`config.mk`:
```
export PLATFORM = sky130hd
export DESIGN_NAME = pixel_format_expander_rgb565
export DESIGN_NICKNAME = d
export VERILOG_FILES = /design/src/rtl/core/pfer_pkg.sv /design/src/rtl/core/pixel_format_expander_rgb565.sv /design/src/rtl/core/pfer_front.sv /design/src/rtl/core/pfer_queue.sv /design/src/rtl/core/pfer_back.sv
export SDC_FILE = /design/constraint.sdc
export NUM_CORES = 1
export LEC_CHECK = 0
export BUFFER_PORTS_ARGS = -buffer_cell sky130_fd_sc_hd__buf_2
export CORE_UTILIZATION = 25
export CTS_CLUSTER_SIZE = 40
export DETAILED_ROUTE_END_ITERATION = 6
export SKIP_LAST_GASP = 1
export SLEW_MARGIN = 40
export SYNTH_ARGS = -nofsm -noshare
export SYNTH_HDL_FRONTEND = slang
export SYNTH_SLANG_ARGS = --single-unit
export TNS_END_PERCENT = 5
```
`constraint.sdc`:
```
create_clock -name clock -period 6.2 [get_ports clock]
set_input_delay 0.93 -clock clock [delete_from_list [all_inputs] [get_ports clock]]
set_output_delay 0.93 -clock clock [all_outputs]
set_load 0.01 [all_outputs]
```
`src/rtl/core/pfer_pkg.sv`:
```
`default_nettype none

package pfer_pkg;

   // Source format codes held in the mode register.
   localparam logic [1:0] MODE_MONO = 2'd0;
   localparam logic [1:0] MODE_GREY = 2'd1;
   localparam logic [1:0] MODE_PASS = 2'd2;

   // Configuration register indexes.
   localparam logic [1:0] CSR_COLOR_MODE       = 2'd0;
   localparam logic [1:0] CSR_BACKGROUND_COLOR = 2'd1;
   localparam logic [1:0] CSR_FOREGROUND_COLOR = 2'd2;

   // Work kinds handed from the front part to the back part.
   localparam logic [1:0] KIND_MONO = 2'd0;
   localparam logic [1:0] KIND_GREY = 2'd1;
   localparam logic [1:0] KIND_PASS = 2'd2;

   // Index of the final output byte for each kind.
   localparam logic [3:0] MONO_LAST_STEP = 4'd15;
   localparam logic [3:0] GREY_LAST_STEP = 4'd3;
   localparam logic [3:0] PASS_LAST_STEP = 4'd0;

   typedef struct packed {
      logic [7:0] pixel_byte;
      logic       image_end;
   } req_type;

   typedef struct packed {
      logic [7:0] out_byte;
      logic       run_last;
      logic       image_last;
   } rsp_type;

   // One classified request waiting for expansion.
   typedef struct packed {
      logic [1:0] kind;
      logic [7:0] pixel_byte;
      logic       image_end;
   } cmd_type;

   // Colours used by the back part in mono mode.
   typedef struct packed {
      logic [15:0] background_color;
      logic [15:0] foreground_color;
   } colour_type;

   // High byte of a grey pixel: red is the nibble with its low bit repeated.
   function automatic logic [7:0] grey_high(input logic [3:0] n);
      grey_high = {n, n[0], n[3:1]};
   endfunction

   // Low byte of a grey pixel: the tail of green, then blue.
   function automatic logic [7:0] grey_low(input logic [3:0] n);
      grey_low = {n[0], n[0], n[0], n, n[0]};
   endfunction

endpackage

`default_nettype wire

```
`src/rtl/core/pixel_format_expander_rgb565.sv`:
```
// RGB565 pixel format expander.
// Requests enter through a queue-style port: a source byte and an end-of-image
// flag are taken at each clock edge where req_push is high and req_full is low.
// Results leave the same way: the oldest output byte is on rsp_data while
// rsp_empty is low and is taken when rsp_pop is high.
// Mono mode gives 16 bytes per request, grey mode 4 and passthrough 1; the
// expander sends one byte per cycle while the receiver keeps up, and a new
// request follows its predecessor without a gap when one is waiting.
// When the block is otherwise empty, an accepted request passes the request
// queue and the expander's command register before its first byte appears.
// Up to QUEUE_DEPTH classified requests wait ahead of the expander, so the
// source is held off only when that queue is full.
// When the receiver stalls, the output register holds its byte and the
// expander and then the queue fill up, after which req_full is raised.
// Reset empties the queue and the output, sets the mode to mono, the
// background to black and the foreground to white. Configuration is written
// via csr_write/csr_index/csr_data, by the user only while idle (unchecked).
`default_nettype none

module pixel_format_expander_rgb565 #(
   parameter int QUEUE_DEPTH = 2
) (
   input  wire logic                clock,
   input  wire logic                reset,
   input  wire logic                req_push,
   output logic                     req_full,
   input  wire pfer_pkg::req_type   req_data,
   output logic                     rsp_empty,
   input  wire logic                rsp_pop,
   output pfer_pkg::rsp_type        rsp_data,
   input  wire logic                csr_write,
   input  wire logic [1:0]          csr_index,
   input  wire logic [15:0]         csr_data
);

   logic                 queue_push;
   pfer_pkg::cmd_type    queue_in_data;
   logic                 queue_full;
   logic                 queue_pop;
   pfer_pkg::cmd_type    queue_out_data;
   logic                 queue_empty;
   pfer_pkg::colour_type colours;

   // Front part: registers and request classification.
   pfer_front u_front (
      .clock      (clock),
      .reset      (reset),
      .csr_write  (csr_write),
      .csr_index  (csr_index),
      .csr_data   (csr_data),
      .req_push   (req_push),
      .req_data   (req_data),
      .queue_full (queue_full),
      .queue_push (queue_push),
      .queue_data (queue_in_data),
      .colours    (colours)
   );

   // Queue between classification and expansion.
   pfer_queue #(
      .DEPTH (QUEUE_DEPTH)
   ) u_queue (
      .clock     (clock),
      .reset     (reset),
      .push      (queue_push),
      .push_data (queue_in_data),
      .full      (queue_full),
      .pop       (queue_pop),
      .pop_data  (queue_out_data),
      .empty     (queue_empty)
   );

   // Back part: byte sequencing and the output register.
   pfer_back u_back (
      .clock       (clock),
      .reset       (reset),
      .colours     (colours),
      .queue_empty (queue_empty),
      .queue_data  (queue_out_data),
      .queue_pop   (queue_pop),
      .rsp_empty   (rsp_empty),
      .rsp_pop     (rsp_pop),
      .rsp_data    (rsp_data)
   );

   assign req_full = queue_full;

endmodule

`default_nettype wire

```
`src/rtl/core/pfer_front.sv`:
```
`default_nettype none

module pfer_front (
   input  wire logic                 clock,
   input  wire logic                 reset,
   input  wire logic                 csr_write,
   input  wire logic [1:0]           csr_index,
   input  wire logic [15:0]          csr_data,
   input  wire logic                 req_push,
   input  wire pfer_pkg::req_type    req_data,
   input  wire logic                 queue_full,
   output logic                      queue_push,
   output pfer_pkg::cmd_type         queue_data,
   output pfer_pkg::colour_type      colours
);

   logic [1:0]  color_mode_ff;
   logic [1:0]  color_mode_in;
   logic [15:0] background_ff;
   logic [15:0] background_in;
   logic [15:0] foreground_ff;
   logic [15:0] foreground_in;

   // Register writes; an index beyond the list is ignored.
   always_comb begin
      color_mode_in = color_mode_ff;
      background_in = background_ff;
      foreground_in = foreground_ff;
      if (csr_write) begin
         unique case (csr_index)
            pfer_pkg::CSR_COLOR_MODE:       color_mode_in = csr_data[1:0];
            pfer_pkg::CSR_BACKGROUND_COLOR: background_in = csr_data;
            pfer_pkg::CSR_FOREGROUND_COLOR: foreground_in = csr_data;
            default: ;
         endcase
      end
   end

   always_ff @(posedge clock) begin
      if (reset) begin
         color_mode_ff <= pfer_pkg::MODE_MONO;
         background_ff <= 16'h0000;
         foreground_ff <= 16'hFFFF;
      end else begin
         color_mode_ff <= color_mode_in;
         background_ff <= background_in;
         foreground_ff <= foreground_in;
      end
   end

   // Classify the request by the current mode; the unused mode code passes through.
   always_comb begin
      queue_push            = req_push && !queue_full;
      queue_data.pixel_byte = req_data.pixel_byte;
      queue_data.image_end  = req_data.image_end;
      unique case (color_mode_ff)
         pfer_pkg::MODE_MONO: queue_data.kind = pfer_pkg::KIND_MONO;
         pfer_pkg::MODE_GREY: queue_data.kind = pfer_pkg::KIND_GREY;
         default:             queue_data.kind = pfer_pkg::KIND_PASS;
      endcase
   end

   assign colours.background_color = background_ff;
   assign colours.foreground_color = foreground_ff;

endmodule

`default_nettype wire

```
`src/rtl/core/pfer_queue.sv`:
```
`default_nettype none

module pfer_queue #(
   parameter int DEPTH = 2
) (
   input  wire logic                clock,
   input  wire logic                reset,
   input  wire logic                push,
   input  wire pfer_pkg::cmd_type   push_data,
   output logic                     full,
   input  wire logic                pop,
   output pfer_pkg::cmd_type        pop_data,
   output logic                     empty
);

   localparam int PW = (DEPTH > 1) ? $clog2(DEPTH) : 1;
   localparam int CW = $clog2(DEPTH + 1);

   pfer_pkg::cmd_type entries_ff [DEPTH];
   logic [PW-1:0] wr_ptr_ff;
   logic [PW-1:0] wr_ptr_in;
   logic [PW-1:0] rd_ptr_ff;
   logic [PW-1:0] rd_ptr_in;
   logic [CW-1:0] count_ff;
   logic [CW-1:0] count_in;
   logic          do_push;
   logic          do_pop;

   // Pointer and fill count bookkeeping, wrapping at the depth.
   always_comb begin
      full    = (count_ff == CW'(DEPTH));
      empty   = (count_ff == '0);
      do_push = push && !full;
      do_pop  = pop && !empty;
      wr_ptr_in = wr_ptr_ff;
      rd_ptr_in = rd_ptr_ff;
      count_in  = count_ff;
      if (do_push) begin
         wr_ptr_in = (wr_ptr_ff == PW'(DEPTH - 1)) ? '0 : wr_ptr_ff + 1'b1;
      end
      if (do_pop) begin
         rd_ptr_in = (rd_ptr_ff == PW'(DEPTH - 1)) ? '0 : rd_ptr_ff + 1'b1;
      end
      if (do_push && !do_pop) begin
         count_in = count_ff + 1'b1;
      end else if (do_pop && !do_push) begin
         count_in = count_ff - 1'b1;
      end
   end

   always_ff @(posedge clock) begin
      if (reset) begin
         wr_ptr_ff <= '0;
         rd_ptr_ff <= '0;
         count_ff  <= '0;
      end else begin
         wr_ptr_ff <= wr_ptr_in;
         rd_ptr_ff <= rd_ptr_in;
         count_ff  <= count_in;
      end
   end

   // Storage for waiting requests.
   always_ff @(posedge clock) begin
      if (do_push) begin
         entries_ff[wr_ptr_ff] <= push_data;
      end
   end

   assign pop_data = entries_ff[rd_ptr_ff];

endmodule

`default_nettype wire

```
`src/rtl/core/pfer_back.sv`:
```
`default_nettype none

module pfer_back (
   input  wire logic                  clock,
   input  wire logic                  reset,
   input  wire pfer_pkg::colour_type  colours,
   input  wire logic                  queue_empty,
   input  wire pfer_pkg::cmd_type     queue_data,
   output logic                       queue_pop,
   output logic                       rsp_empty,
   input  wire logic                  rsp_pop,
   output pfer_pkg::rsp_type          rsp_data
);

   pfer_pkg::cmd_type cmd_ff;
   pfer_pkg::cmd_type cmd_in;
   logic              busy_ff;
   logic              busy_in;
   logic [3:0]        step_ff;
   logic [3:0]        step_in;
   logic              out_valid_ff;
   logic              out_valid_in;
   pfer_pkg::rsp_type out_ff;
   pfer_pkg::rsp_type out_in;

   logic        advance;
   logic        is_last;
   logic        load;
   logic [3:0]  last_step;
   logic [7:0]  next_byte;
   logic [15:0] mono_colour;
   logic [3:0]  nibble;

   // Produce the byte for the current step of the current request.
   always_comb begin
      mono_colour = cmd_ff.pixel_byte[3'd7 - step_ff[3:1]] ?
                    colours.foreground_color : colours.background_color;
      nibble      = step_ff[1] ? cmd_ff.pixel_byte[3:0] : cmd_ff.pixel_byte[7:4];
      unique case (cmd_ff.kind)
         pfer_pkg::KIND_MONO: begin
            last_step = pfer_pkg::MONO_LAST_STEP;
            next_byte = step_ff[0] ? mono_colour[7:0] : mono_colour[15:8];
         end
         pfer_pkg::KIND_GREY: begin
            last_step = pfer_pkg::GREY_LAST_STEP;
            next_byte = step_ff[0] ? pfer_pkg::grey_low(nibble) : pfer_pkg::grey_high(nibble);
         end
         default: begin
            last_step = pfer_pkg::PASS_LAST_STEP;
            next_byte = cmd_ff.pixel_byte;
         end
      endcase
   end

   // Step sequencing; the next request is taken as the last byte goes out.
   always_comb begin
      advance   = busy_ff && (!out_valid_ff || rsp_pop);
      is_last   = (step_ff == last_step);
      load      = !busy_ff || (advance && is_last);
      queue_pop = load && !queue_empty;
      busy_in   = load ? !queue_empty : busy_ff;
      cmd_in    = queue_pop ? queue_data : cmd_ff;
      if (load) begin
         step_in = '0;
      end else if (advance) begin
         step_in = step_ff + 1'b1;
      end else begin
         step_in = step_ff;
      end
   end

   // Output register; holds its byte while the receiver stalls.
   always_comb begin
      out_in       = out_ff;
      out_valid_in = out_valid_ff;
      if (advance) begin
         out_in.out_byte   = next_byte;
         out_in.run_last   = is_last;
         out_in.image_last = is_last && cmd_ff.image_end;
         out_valid_in      = 1'b1;
      end else if (rsp_pop) begin
         out_valid_in = 1'b0;
      end
   end

   always_ff @(posedge clock) begin
      if (reset) begin
         busy_ff      <= 1'b0;
         step_ff      <= '0;
         out_valid_ff <= 1'b0;
      end else begin
         busy_ff      <= busy_in;
         step_ff      <= step_in;
         out_valid_ff <= out_valid_in;
      end
   end

   always_ff @(posedge clock) begin
      cmd_ff <= cmd_in;
      out_ff <= out_in;
   end

   assign rsp_empty = !out_valid_ff;
   assign rsp_data  = out_ff;

endmodule

`default_nettype wire
```
Word level (Yosys, flattened, before mapping)
Memories as Yosys holds them, arrays and structs flattened. A register that Yosys moved wholly into a read port is not among the register bits.
Index checks and enable logic that the tools add are counted.
- bits in registers: 54
- bits in latches: 0
- RAM bits: 22
- memory bits (read-only): 0
- input bits: 32
- output and inout port bits: 12
- logic and storage cells: 70
- memories: 1
- add/subtract/negate cells: 6
- multiply operators: 0
- div/mod/pow operators: 0
- $lt $le $gt $ge: 1
- equal/unequal tests: 6
- shift operators: 0
- muxes and demuxes: 17
- bitwise gates (word level): 0
- reductions and logical operators: 27
- memory list (name ; depth ; bits a word ; read ports ; clocked after memory_dff ; wr ports ; RTL line ; text):
    u_queue.entries_ff ; 2 ; 11 ; 1 ; 1 ; 1 ; pfer_queue.sv:19 ; pfer_pkg::cmd_type entries_ff [DEPTH];
- operators by type and width (cell ; count):
    16-bit 2-to-1 mux ; 1
    8-bit 2-to-1 mux ; 2
    8-bit case mux with 2 select lines ; 1
    1-bit logical AND ; 9
    2-bit logical NOT ; 4
    4-bit case mux with 2 select lines ; 1
    1-bit 2-to-1 mux ; 7
    2-bit by 1-bit == test with 1-bit output, second input constant ; 3
    1-bit logical NOT ; 6
    2-bit AND reduction ; 3
    4-bit by 1-bit adder with 4-bit output, second input constant ; 1
    2-bit == test, second input constant ; 2
    4-bit == test ; 1
    3-bit by 4-bit < comparator with 1-bit output, second input constant ; 1
    2-bit 2-to-1 mux ; 2
    4-bit 2-to-1 mux ; 1
    2-bit case mux with 2 select lines ; 1
    2-bit nonzero test ; 2
    1-bit binary-select mux with 3-bit select ; 1
    3-bit subtractor, first input constant ; 1
    1-bit adder, second input constant ; 2
    2-bit by 1-bit adder with 2-bit output, second input constant ; 1
    1-bit logical OR ; 2
    2-bit OR reduction ; 1
    2-bit by 1-bit subtractor with 2-bit output, second input constant ; 1

Logic depth before layout (Yosys ltp)
- depth in word-level cells: 10
- depth in mapped cells: 9
- mapped depth without buffers: 8

Modules after synthesis
From an unflattened synthesis, not the netlist that was laid out.
- cells, all modules: 358
- area total of the unflattened synthesis: 4091.4 µm²
- by module, submodules not included (module ; times used ; cells an instance ; area an instance (µm²) ; sequential area each (µm²)):
    pfer_front ; 1 ; 160 ; 1557.7 ; 680.7
    pfer_back ; 1 ; 139 ; 1526.5 ; 750.7
    pfer_queue ; 1 ; 59 ; 1007.2 ; 760.7

Worst setup path before layout
OpenSTA, ideal clock, no wires.
- kind: input-to-reg
- from: in rsp_pop
- to: reg u_queue.count_ff[1]
- setup time: 0.071 ns
- arrival: 2.884 ns
- data required time: 6.129 ns
- setup slack: 3.245 ns
- stages on the path: 7
- path buffers: 0
- path through: nor2b_1 -> o31a_1 -> a21oi_1 -> inv_1 -> ha_1 -> or3_1 -> a21oi_1
- word-level cells in the longest chain between the ends: 9
- elaborated cells on any way between the ends: 11
- those cells by class: mux: 1; reduce/logical: 10
- RTL lines (item ; RTL line ; text):
    from (decl) ; pixel_format_expander_rgb565.sv:29 ; input wire logic rsp_pop,
    1-bit logical OR * ; pfer_back.sv:57 ; advance = busy_ff && (!out_valid_ff || rsp_pop);
    1-bit logical AND * ; pfer_back.sv:57 ;
    1-bit logical AND * ; pfer_back.sv:59 ; load = !busy_ff || (advance && is_last);
    1-bit logical OR * ; pfer_back.sv:59 ;
    1-bit logical AND * ; pfer_back.sv:60 ; queue_pop = load && !queue_empty;
    via queue_pop ; pixel_format_expander_rgb565.sv:39 ; logic queue_pop;
    1-bit logical AND * ; pfer_queue.sv:34 ; do_pop = pop && !empty;
    1-bit logical NOT ; pfer_queue.sv:44 ; if (do_push && !do_pop) begin
    1-bit logical AND ; pfer_queue.sv:44 ;
    2-bit 2-to-1 mux or 2-bit nonzero test (tied branches) ; -- ;
    to (signal assigned) ; pfer_queue.sv:59 ; count_ff <= count_in;
    to (decl) ; pfer_queue.sv:24 ; logic [CW-1:0] count_ff;
Mark *: on every way through the listed nets, which the timed path passes. The rest lies on a longest branch.
A chain may end at the register's enable or synchronous reset.

Worst setup path after layout
- from: reg u_back.step_ff[0]
- to: reg u_queue.count_ff[1]
- word-level cells in the longest chain between the ends: 8
- elaborated cells on any way between the ends: 10
- those cells by class: eq/ne: 1; mux: 1; reduce/logical: 8
- RTL lines (item ; RTL line ; text):
    from (decl) ; pfer_back.sv:19 ; logic [3:0] step_ff;
    from (signal assigned) ; pfer_back.sv:93 ; step_ff <= step_in;
    4-bit == test * ; pfer_back.sv:58 ; is_last = (step_ff == last_step);
    1-bit logical AND * ; pfer_back.sv:59 ;
    1-bit logical OR * ; pfer_back.sv:59 ;
    1-bit logical AND * ; pfer_back.sv:60 ;
    via queue_pop ; pixel_format_expander_rgb565.sv:39 ;
    1-bit logical AND * ; pfer_queue.sv:34 ;
    1-bit logical NOT ; pfer_queue.sv:44 ;
    1-bit logical AND ; pfer_queue.sv:44 ;
    2-bit 2-to-1 mux or 2-bit nonzero test (tied branches) ; -- ;
Marked as above.

==> flow_summary_export.csv <==
group,metric,value,unit
floorplanning,core-area,0.0146,sq mm
finish,final_cell_mix,"nand2_1 (68), dfxtp_1 (44), buf_2 (43), edfxtp_1 (43)",
drt,first_iter_violations,127,
setup_path,critPathCaptureType,"flop",
finish,multi_input_area,0.00147,sq mm
timing,finalWorstSetupSlack,3610,ps
drt,ant_nets,0,
cts,postCtsSetupRepairBufs,0,
global_route,grt_pass1_wl,12600,um
timing,maxSlewViolCount,0,
global_route,grt_max_degree,43,
cts,clk_latency,340,ps
setup_path,crit_fanout,27,
pwr,p_leak,1.64,nW
min_path,hp-class,"flop to flop",
finish,nNetsFinal,410,
global_route,grt_use_total,10.4,%
finish,regArea,0.00217,sq mm
timing,hold_viol_final,0,
timing,hold_ws,456,ps
synthesis,ys_warn_count,0,
drt,drc,0,
synthesis,syn_inst,338,
place,io_buffers,43,
cts,holdBufCountCts,0,
finish,drive_gt1_share,22.0,%
timing,relSlewSlack,52.8,%
finish,n_fill_cell,1464,
floorplanning,fp.dieH,124,um
synthesis,synth_seq_cells,87,
floorplanning,ios,44,
place,gp_congestion,0.824,
drt,dr.pass1.iters,4,
floorplanning,dieWidth,124,um
timing,worst_pin_slew,706,ps
global_route,grt_overflow,0,
synthesis,synth.distinct_cells,37,
drt,via_per_inst,4.55,
cts,clk_pin_slew,70,ps
synthesis,ys_seq_area_share,57.9,%
outcome,status,"finished clean",
place,dp_hpwl,5520,um
drt,vias,2571,
global_route,antenna_found_initial,0,
synthesis,syn_area,0.00375,sq mm
drt,drt_wl_total,7710,um
timing,setup-tns-final,0,ps
finish,diodes,0,
drt,wire_per_inst,13.6,um
synthesis,ys.flop_type,"dfxtp_1",
timing,max_freq,387,MHz
cts,clockBufferDepth,2,
cts,cts_resized,0,
cts,numClockSinks,87,
pwr,ir_worst_vdd,121,uV
pwr,powerDensity,406,mW/mm^2
floorplanning,num_rows,44,
cts,clock-root-buffer,"clkbuf_16",
finish,area_delta_synth_final,18.1,%
floorplanning,start_util,25.7,%
floorplanning,die_area,0.0155,sq mm
cts,cts_tree,"done",
place,pre_cts_slack,3460,ps
cts,cts_max_level,3,
synthesis,synth_edf_count,43,
timing,clock_skew,6.80,ps
setup_path,cp.required,6470,ps
synthesis,syn_nets,372,
cts,numCtsBuffers,9,
setup_path,crit_arrival,2860,ps
timing,rsz0062_at_grt,"no",
synthesis,avgSynthCellArea,11.1,sq um
synthesis,synthArstFlopShare,0,%
timing,setup_viol,0,
setup_path,setup.worst_path.start_class,"flop",
setup_path,path_class,"flop to flop",
timing,min_period,2590,ps
global_route,grt_pass1_vias,2498,
timing,finalCritPeriodShare,41.7,%
finish,layout_commonest_cell,"nand2_1",
job,drv_cap,0,
final cells by class:
type | instances | share of cell area [%]
multi-input cells | 222 | 33.1
inverters | 11 | 0.932
well taps | 184 | 5.20
repair buffers | 45 | 5.20
clock inverters | 7 | 1.41
flip-flops and latches | 87 | 49.1
clock buffers | 9 | 5.09
flip-flops by register name (all words and copies together), names as in the netlist:
name	cells
u_back.out_valid_ff	1
u_front.background_ff	16
u_back.cmd_ff	11
u_queue.rd_ptr_ff	1
u_back.rsp_data	10
u_front.color_mode_ff	2
u_queue.count_ff	2
u_front.foreground_ff	16
u_queue.wr_ptr_ff	1
u_queue.entries_ff	22
u_back.step_ff	4
u_back.busy_ff	1
Yosys cell counts, types with 3 or more instances:
library cell	n	share of area [%]
edfxtp_1	43	34
nand2_1	68	6.8
clkbuf_1	15	1.5
nand2b_1	4	0.67
o21ai_0	6	0.80
mux2i_1	24	6.4
xor2_1	4	0.93
nor2b_1	3	0.50
mux2_2	16	4.8
nand3_1	4	0.53
inv_1	11	1.1
nor2_1	14	1.4
nand3b_1	18	3.6
a21oi_1	24	3.2
dfxtp_1	44	23
a221o_1	6	1.6
metrics by stage:
stage          instance area (sq um)  utilization, %  cells  power [W]
2_1_floorplan                   3750               -    338    0.00114
3_3_place_gp                    4140            28.3    549    0.00128
3_5_place_dp                    4140            28.4    549    0.00129
4_1_cts                         4430            30.4    565    0.00182
5_1_grt                         4430            30.4    565    0.00189
6_report                        4430            30.4    565    0.00180
report_power, final:
part	internal, W	switching [W]	leakage, nW
registers	0.000760	0.0000858	0.765
clock network	0.000280	0.000237	0.139
logic	0.000193	0.000241	0.737
total	0.00123	0.000564	1.64
logic make-up (layout without fill, tap and decap cells):
| group | after synthesis | count (layout) | synth area share (%) |
|---|---|---|---|
| buffers and inverters | 29 | 72 | 3.10 |
| adder cells (fa/ha/maj) | 2 | 2 | 0.667 |
| XOR/XNOR | 6 | 6 | 1.40 |
| AO/OA/AOI/OAI | 47 | 47 | 7.97 |
| flip-flops | 87 | 87 | 57.9 |
| AND/OR/NAND/NOR | 124 | 124 | 15.9 |
| multiplexers | 43 | 43 | 13.0 |
critical path, cell delays in order (launching register included):
cell,delay (ps)
dfxtp_1,300
buf_4,240
or3_1,420
o31a_1,260
a21oi_1,160
buf_4,230
inv_1,60
ha_1,330
or3_1,380
a21oi_1,140
worst paths after layout:
kind | from | end | slack, ps | cells past startpoint
worst max register to register | u_back.step_ff[0] | u_queue.count_ff[1] | 3610 | 9
worst min register to register | u_front.background_ff[3] | u_front.background_ff[3] | 460 | 2
worst min-delay path | u_front.background_ff[3] | u_front.background_ff[3] | 460 | 2
worst max-delay path | u_back.step_ff[0] | u_queue.count_ff[1] | 3610 | 9
metal layers:
metal | share of wire, % | vias up | global-route usage (%)
li1 | - | 1278 | -
met1 | 46 | 1223 | 12.9
met2 | 48 | 58 | 16.3
met3 | 4.5 | 12 | 2.75
met4 | 2.4 | 0 | 5.88
met5 | 0 | - | 0
(Power assumes the default switching activity.)
